==> config.mk <==
export PLATFORM = sky130hd
export DESIGN_NAME = motor_fault_protector_core_flat
export DESIGN_NICKNAME = d
export VERILOG_FILES = /design/src/sv/mfp_pkg.sv /design/src/sv/mfp_if.sv /design/src/sv/motor_fault_protector_core.sv /design/src/sv/mfp_cfg_regs.sv /design/src/sv/mfp_fault_eval.sv /design/src/flat_wrapper.sv
export VERILOG_INCLUDE_DIRS = /design/src /design/src/sv
export SDC_FILE = /design/constraint.sdc
export NUM_CORES = 1
export LEC_CHECK = 0
export ABC_AREA = 0
export BUFFER_PORTS_ARGS = -buffer_cell sky130_fd_sc_hd__buf_2
export CAP_MARGIN = 10
export CORE_UTILIZATION = 54
export CTS_CLUSTER_SIZE = 12
export DETAILED_ROUTE_END_ITERATION = 6
export HOLD_SLACK_MARGIN = 0.08
export PLACE_DENSITY = 0.83
export REMOVE_ABC_BUFFERS = 1
export SYNTH_ARGS = -nofsm -noshare
export SYNTH_HDL_FRONTEND = slang
export SYNTH_SLANG_ARGS = --single-unit
==> constraint.sdc <==
create_clock -name clk_i -period 3 [get_ports clk_i]
set_input_delay 0.3 -clock clk_i [delete_from_list [all_inputs] [get_ports clk_i]]
set_output_delay 0.3 -clock clk_i [all_outputs]
set_load 0.05 [all_outputs]
==> src/sv/assert_macros.svh <==
// ----------------------------------------------------------------------------
// Assertion macros
// Shared concurrent assertion wrappers for the fault protector RTL.
// ----------------------------------------------------------------------------
`ifndef ASSERT_MACROS_SVH
`define ASSERT_MACROS_SVH

`ifndef ASSERT_OFF

// Assertion on clk_i, disabled while rst_ni is low.
`define MFP_ASSERT(lbl, prop, msg) \
  lbl: assert property (@(posedge clk_i) disable iff (!rst_ni) prop) else $error(msg);

// Assertion on an explicit clock and active-low reset.
`define MFP_ASSERT_CLK(lbl, clk, rst_n, prop, msg) \
  lbl: assert property (@(posedge clk) disable iff (!rst_n) prop) else $error(msg);

`else

`define MFP_ASSERT(lbl, prop, msg)
`define MFP_ASSERT_CLK(lbl, clk, rst_n, prop, msg)

`endif

`endif

==> src/sv/mfp_pkg.sv <==
// ----------------------------------------------------------------------------
// Motor fault protector package
// Widths, register indexes, fault codes and the configuration bundle.
// ----------------------------------------------------------------------------
package mfp_pkg;

  localparam int unsigned SAMPLE_BITS   = 12;
  localparam int unsigned COUNT_BITS    = 8;
  localparam int unsigned PRESCALE_BITS = 8;
  localparam int unsigned PERSIST_BITS  = 8;
  localparam int unsigned FAULT_BITS    = 3;
  localparam int unsigned CFG_ADDR_BITS = 3;
  localparam int unsigned CFG_DATA_BITS = 12;

  localparam logic [COUNT_BITS-1:0] COUNT_MAX = {COUNT_BITS{1'b1}};

  typedef enum logic [CFG_ADDR_BITS-1:0] {
    REG_CURRENT_LIMIT   = 3'd0,
    REG_OVER_VOLTAGE    = 3'd1,
    REG_UNDER_VOLTAGE   = 3'd2,
    REG_PERSIST_PERIODS = 3'd3,
    REG_TICK_PRESCALE   = 3'd4
  } cfg_reg_e;

  typedef enum logic [FAULT_BITS-1:0] {
    FAULT_NONE           = 3'd0,
    FAULT_HALL           = 3'd1,
    FAULT_UNDERVOLT      = 3'd2,
    FAULT_OVERVOLT       = 3'd3,
    FAULT_OVERCURRENT    = 3'd4,
    FAULT_HW_OVERCURRENT = 3'd5
  } fault_e;

  localparam logic [SAMPLE_BITS-1:0]   RST_CURRENT_LIMIT   = SAMPLE_BITS'(3103);
  localparam logic [SAMPLE_BITS-1:0]   RST_OVER_VOLTAGE    = SAMPLE_BITS'(3385);
  localparam logic [SAMPLE_BITS-1:0]   RST_UNDER_VOLTAGE   = SAMPLE_BITS'(1805);
  localparam logic [PERSIST_BITS-1:0]  RST_PERSIST_PERIODS = PERSIST_BITS'(10);
  localparam logic [PRESCALE_BITS-1:0] RST_TICK_PRESCALE   = PRESCALE_BITS'(20);

  typedef struct packed {
    logic [SAMPLE_BITS-1:0]   current_limit;
    logic [SAMPLE_BITS-1:0]   over_voltage_limit;
    logic [SAMPLE_BITS-1:0]   under_voltage_limit;
    logic [PERSIST_BITS-1:0]  persist_periods;
    logic [PRESCALE_BITS-1:0] tick_prescale;
  } cfg_t;

  typedef struct packed {
    logic [SAMPLE_BITS-1:0] current_sample;
    logic [SAMPLE_BITS-1:0] voltage_sample;
    logic                   hw_overcurrent;
    logic                   hall_fault;
    logic                   motor_running;
  } tick_t;

endpackage

==> src/sv/mfp_if.sv <==
// ----------------------------------------------------------------------------
// Motor fault protector channels
// Valid/ready interfaces for ticks, results and configuration writes.
// ----------------------------------------------------------------------------
interface mfp_tick_if;
  logic                            valid;
  logic                            ready;
  logic [mfp_pkg::SAMPLE_BITS-1:0] current_sample;
  logic [mfp_pkg::SAMPLE_BITS-1:0] voltage_sample;
  logic                            hw_overcurrent;
  logic                            hall_fault;
  logic                            motor_running;

  modport source (output valid, current_sample, voltage_sample, hw_overcurrent,
                  hall_fault, motor_running, input ready);
  modport sink   (input valid, current_sample, voltage_sample, hw_overcurrent,
                  hall_fault, motor_running, output ready);
endinterface

interface mfp_result_if;
  logic                           valid;
  logic                           ready;
  logic [mfp_pkg::FAULT_BITS-1:0] fault_code;
  logic                           request_off;

  modport source (output valid, fault_code, request_off, input ready);
  modport sink   (input valid, fault_code, request_off, output ready);
endinterface

interface mfp_cfg_if;
  logic                              valid;
  logic                              ready;
  logic [mfp_pkg::CFG_ADDR_BITS-1:0] addr;
  logic [mfp_pkg::CFG_DATA_BITS-1:0] data;

  modport source (output valid, addr, data, input ready);
  modport sink   (input valid, addr, data, output ready);
endinterface

==> src/sv/motor_fault_protector_core.sv <==
// ----------------------------------------------------------------------------
// Motor fault protector core
// Overcurrent / overvoltage protection with persistence countdowns.
//
//   Port      Dir  Contents
//   item_i    in   current_sample, voltage_sample, hw_overcurrent,
//                  hall_fault, motor_running
//   result_o  out  fault_code, request_off
//   cfg_i     in   addr (register index), data
//
// A tick is registered on acceptance, evaluated from the input register and its
// result registered; one tick is taken per cycle while no result is held back.
// The evaluation stage advances whenever the result register is empty or being
// taken in the same cycle; a result held back by the receiver stalls the input
// once the input register also holds a tick.
// Reset restores the register defaults and clears the prescaler, both
// countdowns and the latched fault; there is no clearing pass.
// ----------------------------------------------------------------------------
`include "assert_macros.svh"

module motor_fault_protector_core (
  input  logic          clk_i,
  input  logic          rst_ni,
  mfp_tick_if.sink      item_i,
  mfp_result_if.source  result_o,
  mfp_cfg_if.sink       cfg_i
);
  import mfp_pkg::*;

  cfg_t                  cfg;
  tick_t                 tick_q;
  logic                  in_valid_q;
  logic                  out_valid_q;
  logic [FAULT_BITS-1:0] code_q;
  logic                  request_off_q;
  logic [FAULT_BITS-1:0] eval_code;
  logic                  eval_request_off;
  logic                  advance;
  logic                  in_ready;

  assign advance  = in_valid_q && (!out_valid_q || result_o.ready);
  assign in_ready = !in_valid_q || advance;
  assign item_i.ready = in_ready;

  mfp_cfg_regs u_cfg_regs (
    .clk_i  (clk_i),
    .rst_ni (rst_ni),
    .cfg_i  (cfg_i),
    .cfg_o  (cfg)
  );

  mfp_fault_eval u_fault_eval (
    .clk_i         (clk_i),
    .rst_ni        (rst_ni),
    .cfg_i         (cfg),
    .fire_i        (advance),
    .tick_i        (tick_q),
    .fault_code_o  (eval_code),
    .request_off_o (eval_request_off)
  );

  // Input stage: control under reset, payload without.
  always_ff @(posedge clk_i or negedge rst_ni) begin
    if (!rst_ni) begin
      in_valid_q <= 1'b0;
    end else if (in_ready) begin
      in_valid_q <= item_i.valid;
    end
  end

  always_ff @(posedge clk_i) begin
    if (in_ready && item_i.valid) begin
      tick_q.current_sample <= item_i.current_sample;
      tick_q.voltage_sample <= item_i.voltage_sample;
      tick_q.hw_overcurrent <= item_i.hw_overcurrent;
      tick_q.hall_fault     <= item_i.hall_fault;
      tick_q.motor_running  <= item_i.motor_running;
    end
  end

  // Result stage.
  always_ff @(posedge clk_i or negedge rst_ni) begin
    if (!rst_ni) begin
      out_valid_q <= 1'b0;
    end else if (advance) begin
      out_valid_q <= 1'b1;
    end else if (result_o.ready) begin
      out_valid_q <= 1'b0;
    end
  end

  always_ff @(posedge clk_i) begin
    if (advance) begin
      code_q        <= eval_code;
      request_off_q <= eval_request_off;
    end
  end

  assign result_o.valid       = out_valid_q;
  assign result_o.fault_code  = code_q;
  assign result_o.request_off = request_off_q;

  `MFP_ASSERT(a_tick_kept, in_valid_q && !advance |=> in_valid_q, "pending tick was dropped")
  `MFP_ASSERT(a_result_loaded, advance |=> out_valid_q, "evaluated tick produced no result")
  `MFP_ASSERT(a_off_needs_fault, out_valid_q && request_off_q |-> code_q != FAULT_BITS'(FAULT_NONE), "shutdown requested without a fault")

endmodule

==> src/sv/mfp_cfg_regs.sv <==
// ----------------------------------------------------------------------------
// Configuration registers
// Holds the limits, persistence reload and prescale; written one at a time.
// ----------------------------------------------------------------------------
module mfp_cfg_regs (
  input  logic           clk_i,
  input  logic           rst_ni,
  mfp_cfg_if.sink        cfg_i,
  output mfp_pkg::cfg_t  cfg_o
);
  import mfp_pkg::*;

  cfg_t cfg_q;
  cfg_t cfg_d;

  assign cfg_i.ready = 1'b1;

  always_comb begin
    cfg_d = cfg_q;
    if (cfg_i.valid) begin
      case (cfg_reg_e'(cfg_i.addr))
        REG_CURRENT_LIMIT:   cfg_d.current_limit       = SAMPLE_BITS'(cfg_i.data);
        REG_OVER_VOLTAGE:    cfg_d.over_voltage_limit  = SAMPLE_BITS'(cfg_i.data);
        REG_UNDER_VOLTAGE:   cfg_d.under_voltage_limit = SAMPLE_BITS'(cfg_i.data);
        REG_PERSIST_PERIODS: cfg_d.persist_periods     = PERSIST_BITS'(cfg_i.data);
        REG_TICK_PRESCALE:   cfg_d.tick_prescale       = PRESCALE_BITS'(cfg_i.data);
        default:             cfg_d = cfg_q;
      endcase
    end
  end

  always_ff @(posedge clk_i or negedge rst_ni) begin
    if (!rst_ni) begin
      cfg_q.current_limit       <= RST_CURRENT_LIMIT;
      cfg_q.over_voltage_limit  <= RST_OVER_VOLTAGE;
      cfg_q.under_voltage_limit <= RST_UNDER_VOLTAGE;
      cfg_q.persist_periods     <= RST_PERSIST_PERIODS;
      cfg_q.tick_prescale       <= RST_TICK_PRESCALE;
    end else begin
      cfg_q <= cfg_d;
    end
  end

  assign cfg_o = cfg_q;

endmodule

==> src/sv/mfp_fault_eval.sv <==
// ----------------------------------------------------------------------------
// Fault evaluation
// Persistence countdowns, prescaler and latched fault code for one tick.
// ----------------------------------------------------------------------------
`include "assert_macros.svh"

module mfp_fault_eval (
  input  logic                            clk_i,
  input  logic                            rst_ni,
  input  mfp_pkg::cfg_t                   cfg_i,
  input  logic                            fire_i,
  input  mfp_pkg::tick_t                  tick_i,
  output logic [mfp_pkg::FAULT_BITS-1:0]  fault_code_o,
  output logic                            request_off_o
);
  import mfp_pkg::*;

  logic [PRESCALE_BITS-1:0] presc_q, presc_d;
  logic [COUNT_BITS-1:0]    cur_cnt_q, cur_cnt_d;
  logic [COUNT_BITS-1:0]    vol_cnt_q, vol_cnt_d;
  fault_e                   fault_q, fault_d;

  logic [COUNT_BITS-1:0]    reload;
  logic [COUNT_BITS-1:0]    cur_mid, vol_mid;
  logic [PRESCALE_BITS:0]   presc_next;
  logic                     period_end;

  // Reload saturates at the largest count the countdown can hold.
  always_comb begin
    if (cfg_i.persist_periods > COUNT_MAX) begin
      reload = COUNT_MAX;
    end else begin
      reload = COUNT_BITS'(cfg_i.persist_periods);
    end
  end

  // Checks in priority order; a later check overwrites an earlier one.
  always_comb begin
    fault_d = fault_q;
    cur_mid = cur_cnt_q;
    vol_mid = vol_cnt_q;

    if (tick_i.hw_overcurrent) begin
      fault_d = FAULT_HW_OVERCURRENT;
    end
    if (tick_i.current_sample > cfg_i.current_limit) begin
      if (cur_cnt_q == '0) fault_d = FAULT_OVERCURRENT;
    end else begin
      cur_mid = reload;
    end

    if (tick_i.voltage_sample > cfg_i.over_voltage_limit) begin
      if (vol_cnt_q == '0) fault_d = FAULT_OVERVOLT;
    end else if (tick_i.voltage_sample > cfg_i.under_voltage_limit) begin
      vol_mid = reload;
    end else begin
      if (vol_cnt_q == '0) fault_d = FAULT_UNDERVOLT;
    end

    if (tick_i.hall_fault) begin
      fault_d = FAULT_HALL;
    end
  end

  assign presc_next = {1'b0, presc_q} + (PRESCALE_BITS+1)'(1);
  assign period_end = presc_next >= {1'b0, cfg_i.tick_prescale};

  always_comb begin
    presc_d   = period_end ? '0 : presc_next[PRESCALE_BITS-1:0];
    cur_cnt_d = cur_mid;
    vol_cnt_d = vol_mid;
    if (period_end) begin
      if (cur_mid != '0) cur_cnt_d = cur_mid - COUNT_BITS'(1);
      if (vol_mid != '0) vol_cnt_d = vol_mid - COUNT_BITS'(1);
    end
  end

  always_ff @(posedge clk_i or negedge rst_ni) begin
    if (!rst_ni) begin
      presc_q   <= '0;
      cur_cnt_q <= '0;
      vol_cnt_q <= '0;
      fault_q   <= FAULT_NONE;
    end else if (fire_i) begin
      presc_q   <= presc_d;
      cur_cnt_q <= cur_cnt_d;
      vol_cnt_q <= vol_cnt_d;
      fault_q   <= fault_d;
    end
  end

  assign fault_code_o  = FAULT_BITS'(fault_d);
  assign request_off_o = (fault_d != FAULT_NONE) && tick_i.motor_running;

  `MFP_ASSERT(a_fault_latches, fault_q != FAULT_NONE |=> fault_q != FAULT_NONE, "latched fault was cleared")
  `MFP_ASSERT(a_state_holds, !fire_i |=> $stable(presc_q) && $stable(cur_cnt_q) && $stable(vol_cnt_q) && $stable(fault_q), "state moved without a tick")
  `MFP_ASSERT(a_period_wrap, fire_i && period_end |=> presc_q == '0, "prescaler did not wrap at period end")

endmodule
==> src/flat_wrapper.sv <==
// flat-port wrapper written by rule: the top's interface ports become plain ports
module motor_fault_protector_core_flat import mfp_pkg::*;
  (clk_i, rst_ni, item_i_valid, item_i_current_sample, item_i_voltage_sample, item_i_hw_overcurrent, item_i_hall_fault, item_i_motor_running, item_i_ready, result_o_valid, result_o_fault_code, result_o_request_off, result_o_ready, cfg_i_valid, cfg_i_addr, cfg_i_data, cfg_i_ready);
  mfp_tick_if item_i_i ();
  mfp_result_if result_o_i ();
  mfp_cfg_if cfg_i_i ();
  input  logic clk_i;
  input  logic rst_ni;
  input wire logic [$bits(item_i_i.valid)-1:0] item_i_valid;
  input wire logic [$bits(item_i_i.current_sample)-1:0] item_i_current_sample;
  input wire logic [$bits(item_i_i.voltage_sample)-1:0] item_i_voltage_sample;
  input wire logic [$bits(item_i_i.hw_overcurrent)-1:0] item_i_hw_overcurrent;
  input wire logic [$bits(item_i_i.hall_fault)-1:0] item_i_hall_fault;
  input wire logic [$bits(item_i_i.motor_running)-1:0] item_i_motor_running;
  output wire logic [$bits(item_i_i.ready)-1:0] item_i_ready;
  output wire logic [$bits(result_o_i.valid)-1:0] result_o_valid;
  output wire logic [$bits(result_o_i.fault_code)-1:0] result_o_fault_code;
  output wire logic [$bits(result_o_i.request_off)-1:0] result_o_request_off;
  input wire logic [$bits(result_o_i.ready)-1:0] result_o_ready;
  input wire logic [$bits(cfg_i_i.valid)-1:0] cfg_i_valid;
  input wire logic [$bits(cfg_i_i.addr)-1:0] cfg_i_addr;
  input wire logic [$bits(cfg_i_i.data)-1:0] cfg_i_data;
  output wire logic [$bits(cfg_i_i.ready)-1:0] cfg_i_ready;
  assign item_i_i.valid = item_i_valid;
  assign item_i_i.current_sample = item_i_current_sample;
  assign item_i_i.voltage_sample = item_i_voltage_sample;
  assign item_i_i.hw_overcurrent = item_i_hw_overcurrent;
  assign item_i_i.hall_fault = item_i_hall_fault;
  assign item_i_i.motor_running = item_i_motor_running;
  assign item_i_ready = item_i_i.ready;
  assign result_o_valid = result_o_i.valid;
  assign result_o_fault_code = result_o_i.fault_code;
  assign result_o_request_off = result_o_i.request_off;
  assign result_o_i.ready = result_o_ready;
  assign cfg_i_i.valid = cfg_i_valid;
  assign cfg_i_i.addr = cfg_i_addr;
  assign cfg_i_i.data = cfg_i_data;
  assign cfg_i_ready = cfg_i_i.ready;
  motor_fault_protector_core u_core (.clk_i(clk_i), .rst_ni(rst_ni), .item_i(item_i_i), .result_o(result_o_i), .cfg_i(cfg_i_i));
endmodule
== After elaboration in Yosys (flattened, before gate mapping) ==
Cells that the tools add are included.
Storage, ports and cells
  register bits: 112
  logic and storage cells: 68
Operators by class
  $add $sub $neg: 3
  order comparisons: 5
  equal/unequal tests: 4
  mux-type cells: 19
  reductions and logical operators: 19
Operators with widths (count)
  $mux 8: 9
  $gt 12x12->1: 3
  $mux 3: 8
  $logic_not 8->1: 2
  $reduce_bool 8->1: 2
  $sub 8x1->8 const B: 2
  $reduce_and 2->1: 5
  $add 8x1->9 const B: 1
  $ge 9x8->1: 1
  $gt 8x8->1 const B: 1
  $eq 3x2->1 const B: 2
  $eq 3x1->1 const B: 1
  $eq 3x3->1 const B: 1
  $logic_and 1x1->1: 3
  $logic_not 3->1: 1
  $reduce_bool 3->1: 1
  $logic_not 1->1: 2
  $logic_or 1x1->1: 2
  $mux 1: 2
  $reduce_bool 2->1: 1

== Logic depth before layout (Yosys ltp) ==
  depth after elaboration: 9
  gate-level depth with buffers: 15
  mapped depth without buffers: 13

== By module ==
From an unflattened synthesis, not the netlist that was laid out.
Second synthesis, totals
  cells, all modules: 545
  area, all modules: 6359.8 µm²
Modules (own cells, without submodules)
  mfp_fault_eval: times used 1, cells each 391, area each 3199.3 µm², sequential area each 675.6 µm²
  mfp_cfg_regs: times used 1, cells each 115, area each 2125.8 µm², sequential area each 1331.3 µm²
  motor_fault_protector_core: times used 1, cells each 39, area each 1034.7 µm², sequential area each 980.9 µm²

== Least setup slack after synthesis ==
Ideal clock, no wire load.
  kind: register to register
  start point: register u_core.u_cfg_regs.cfg_q, in the netlist u_core.u_cfg_regs.cfg_o[25]
  end point: register u_core.u_fault_eval.vol_cnt_q[1]
  setup time: 77 ps
  arrival: 3106 ps
  data required time: 2923 ps
  path slack: -183 ps
  cell stages (with the launch flop): 16
  path buffers: 2
  clock period less this slack: 3183 ps
  path through: dfstp_2 -> inv_1 -> ha_1 -> a211o_1 -> a21oi_2 -> o211ai_1 -> o21ai_2 -> or2_1 -> buf_6 -> buf_12 -> mux2i_4 -> ha_1 -> o2111ai_1 -> o211ai_1 -> mux2_2 -> o21ai_1
Between the ends
  word-level cells in the longest chain between the ends: 6
  elaborated cells on any way between the ends: 7
  classes of those cells: add/sub: 1; order compare: 1; mux: 4; reduce/logical: 1
Ends and longest elaborated chain
  start, declared: line mfp_cfg_regs.sv:13  | cfg_t cfg_q;
  start signal, assigned: line mfp_cfg_regs.sv:40  | cfg_q <= cfg_d;
  $gt 12x12->1 *: line mfp_fault_eval.sv:54  | end else if (tick_i.voltage_sample > cfg_i.under_voltage_limit) begin
  $mux 8 *: line mfp_fault_eval.sv:54
  $mux 8 *: line mfp_fault_eval.sv:52  | if (tick_i.voltage_sample > cfg_i.over_voltage_limit) begin
  $sub 8x1->8 or $reduce_bool 8->1 (tied branches): line mfp_fault_eval.sv:74  | if (vol_mid != '0) vol_cnt_d = vol_mid - COUNT_BITS'(1);
  $mux 8: line mfp_fault_eval.sv:74
  $mux 8 *: line mfp_fault_eval.sv:72  | if (period_end) begin
  end signal, assigned: line mfp_fault_eval.sv:87  | vol_cnt_q <= vol_cnt_d;
  end, declared: line mfp_fault_eval.sv:20  | logic [COUNT_BITS-1:0] vol_cnt_q, vol_cnt_d;
Mark *: on every way between the ends. The rest lies on a longest branch, timed or not.
A chain may end at the register's enable or synchronous reset.

== Worst setup path in the final report ==
  start point: register u_core.u_cfg_regs.cfg_q, in the netlist u_core.u_cfg_regs.cfg_o[33]
  end point: register u_core.u_fault_eval.vol_cnt_q[1]
Between the ends
  word-level cells in the longest chain between the ends: 5
  elaborated cells on any way between the ends: 6
  classes of those cells: add/sub: 1; order compare: 1; mux: 3; reduce/logical: 1
Ends and longest elaborated chain (line)
  $gt 12x12->1 *: mfp_fault_eval.sv:52
  $mux 8 *: mfp_fault_eval.sv:52
  $sub 8x1->8 or $reduce_bool 8->1 (tied branches): mfp_fault_eval.sv:74
  $mux 8: mfp_fault_eval.sv:74
  $mux 8 *: mfp_fault_eval.sv:72
Marks and branches as above.

==> qor.yml <==
dieHeight_microns: 108
cts_tree: "yes"
synthFlopType: "dfrtp_1"
rsz0062_at_grt: "yes"
die-area_sq_mm: 0.0116
hold_class: "primary input to async pin"
slew_headroom_pct: 29.8
routed_via_density: 5.99
routed_wl_microns: 16000
drtAntennaViolNets: 0
cp-end-kind: "flop"
critPathMaxStageDelay_ns: 0.54
synth.ff_latch_count: 112
critPathLaunch: "u_core.u_cfg_regs.cfg_o[33]"
cp_cell_sequence: "inv_2 -> ha_4 -> nand4_1 -> or3_1 -> o311a_4 -> or2_4 -> mux2i_4 -> ha_4 -> nand2_2 -> o211ai_1 -> mux2_4 -> o21ai_2"
clock_latency_ns: 0.39
swShare_pct: 38.3
tightest_slew_ns: 1.05
fin_crit_ns: 3.14
ys_types: 62
hold_viol: 0
initial_core_util_pct: 55.6
cts_buffer_depth: 2
p_int_mw: 3.30
maxSlewViolCount: 0
clock-sinks: 112
seq_power_share_pct: 41.3
grt_usage_pct: 26.2
violations: "negative setup slack"
firstDrtPassIters: 5
fin_crit_sh_pct: 105
drc: 0
p_switching_mw: 2.05
io_buffers: 52
via_count: 5106
seq_area_frac_synth_pct: 49.4
cp_slowest_cell: "dfstp_2"
htree_levels: 3
antenna_found_initial: 0
p_per_area_mw_per_mm2: 710
layout_setup_ws_ns: -0.140
worst_clock_skew_ns: 0.0153
pwr-share-comb_pct: 42.4
final_common_cell: "nand2_1"
drt-wirelength-per-cell_microns: 18.8
crit_type: "flop to flop"
fp.dieW_microns: 108
core_area_sq_mm: 0.0109
grt_max_degree: 82
leakage_nw: 3.21
worstReg2RegStart: "u_core.u_cfg_regs.cfg_o[33]"
stdcell_area_sq_mm: 0.00754
cap_violations: 0
setup_viol: 9
post_dp_cell_area_sq_mm: 0.00666
drt_iter0_drc: 442
grt_pass1_vias: 5071
crit_arrival_ns: 3.45
rows: 38
critPathMaxFanout: 3
async_flop_share_pct: 72.3
fillers: 673
power_mw: 5.36
worstSetupStartpointType: "flop"
crit_required_ns: 3.31
avgSynthCellArea_sq_um: 10.1
final_cell_mix: "86 x nand2_1, 61 x o21ai_0, 56 x dfrtp_1"
multi_input_area_sq_mm: 0.00321
synth_warnings: 0
clkPwrFrac_pct: 16.3
status: "finished with violations"
finalSetupTns_ns: -0.631
fmax_ghz: 0.318
dp_hpwl_microns: 9840
area_growth_pct: 24.7
grt_pass1_wl_microns: 23400
fin_util_pct: 69.3
syn_area_sq_mm: 0.00605
final-seq-area_sq_mm: 0.00299
synth_edf_count: 31
cts_inserted_buffers: 9
diodes: 0
syn_inst: 597
peakVddDrop_v: 0.000493
path_clk_slew_ns: 0.12
overflow: 0
final_nets: 803
ios: 54
gp_congestion: 0.878
cts-root-buf: "clkbuf_8"
drive_gt1_share_pct: 31.7
path_common_cell: "ha_4"
==> Yosys cell counts, types with 5 or more instances <==
cell      instances  area [sq um]
nand2_1          92           345
o21ai_0          68           340
dfrtp_1          57          1430
inv_1            50           188
ha_1             49           613
edfxtp_1         31           931
a21oi_1          30           150
dfstp_2          24           631
nor2_1           20          75.1
clkbuf_1         14          52.6
mux2_2           14           158
nor3_1           14          70.1
nand3_1          12          60.1
nand4_1          10          62.6
xnor2_1          10          87.6
mux2i_1           8          80.1
o211ai_1          6          45.0
a211o_1           5          43.8
nand2b_1          5          31.3
nor2b_1           5          31.3
==> flip-flops by register name, indices dropped and copies added (netlist names) <==
name and cells:
u_core.u_fault_eval.vol_cnt_q 8, u_core.tick_q 27, u_core.in_valid_q 1, u_core.result_o.fault_code 3
u_core.u_fault_eval.cur_cnt_q 8, u_core.u_cfg_regs.cfg_o 52, u_core.u_fault_eval.presc_q 8, u_core.result_o.request_off 1
u_core.result_o.valid 1, u_core.u_fault_eval.fault_q 3
==> stage by stage <==
step | worst slack, ns | hold WS, ns | cells
floorplan | -0.371 | 0.00441 | 579
global placement | -0.0403 | 0.459 | 806
detailed placement | -0.220 | 0.468 | 806
CTS | -0.0259 | 0.0805 | 831
global route | -0.242 | 0.0738 | 852
finish | -0.140 | 0.0402 | 852
==> power by group through the flow <==
stage	clock, mW	sequential (mW)	combinational (mW)
finish	0.875	2.21	2.27
global route	0.932	2.24	2.47
CTS	0.870	2.18	1.90
detailed placement	0	2.20	1.73
global placement	0	2.18	1.62
floorplan	0	2.15	1.15
==> layout make-up <==
| class | count | area share (%) |
|---|---|---|
| clock inverters | 6 | 0.664 |
| multi-input cells | 417 | 42.5 |
| well taps | 140 | 2.32 |
| flip-flops and latches | 112 | 39.6 |
| inverters | 50 | 2.49 |
| clock buffers | 10 | 1.69 |
| repair buffers | 117 | 10.7 |
==> repair_timing <==
action	in CTS	in global routing
endpoints found under the setup margin	16	17
setup buffers	5	10
gates resized for setup	33	56
cloned	0	0
endpoints found under the hold margin	4	13
hold buffers	4	13
pin swaps	13	21
==> per-layer routing <==
layer,track usage [%],wire length (microns),part of all wire (%),up-vias
met4,12.3,692,4.3,0
met5,0,0,0,-
met3,4.24,969,6.1,70
li1,-,-,-,2334
met1,32.5,6300,39,2459
met2,44.7,8030,50,243
==> worst paths after layout <==
path                                                     to  slack, ns  cells past startpoint
min in group clk_i                        u_core.tick_q[22]       0.09                      1
setup / recovery           u_core.u_fault_eval.vol_cnt_q[1]      -0.14                     12
setup reg to reg           u_core.u_fault_eval.vol_cnt_q[1]      -0.14                     12
max in group asynchronous    u_core.u_fault_eval.presc_q[0]       2.15                      1
hold reg to reg              u_core.u_fault_eval.fault_q[0]       0.50                      2
hold / removal                  u_core.u_cfg_regs.cfg_o[35]       0.04                      1
==> cell families (layout without fill, tap and decap cells) <==
| logic type | Yosys count | in the layout | share of synthesized area (%) |
|---|---|---|---|
| and+or+nand+nor | 179 | 179 | 13.5 |
| AOI/OAI and AO/OA | 151 | 151 | 15.9 |
| DFF | 112 | 112 | 49.4 |
| buffers and inverters | 68 | 183 | 4.67 |
| adders and majority gates | 49 | 49 | 10.1 |
| muxes | 23 | 23 | 4.30 |
| xor gates and xnor gates | 14 | 14 | 2.03 |
| other | 1 | 1 | 0.0620 |
==> critical path: cells and delay by family (launching register included) <==
family,cells,cell delay [ns]
fa+ha+maj,2,0.43
buf+inv,1,0.04
mux,2,0.58
compound gates,3,0.60
flops,1,0.54
simple gates,4,0.86
No activity file was read; power rests on OpenSTA's default activity.
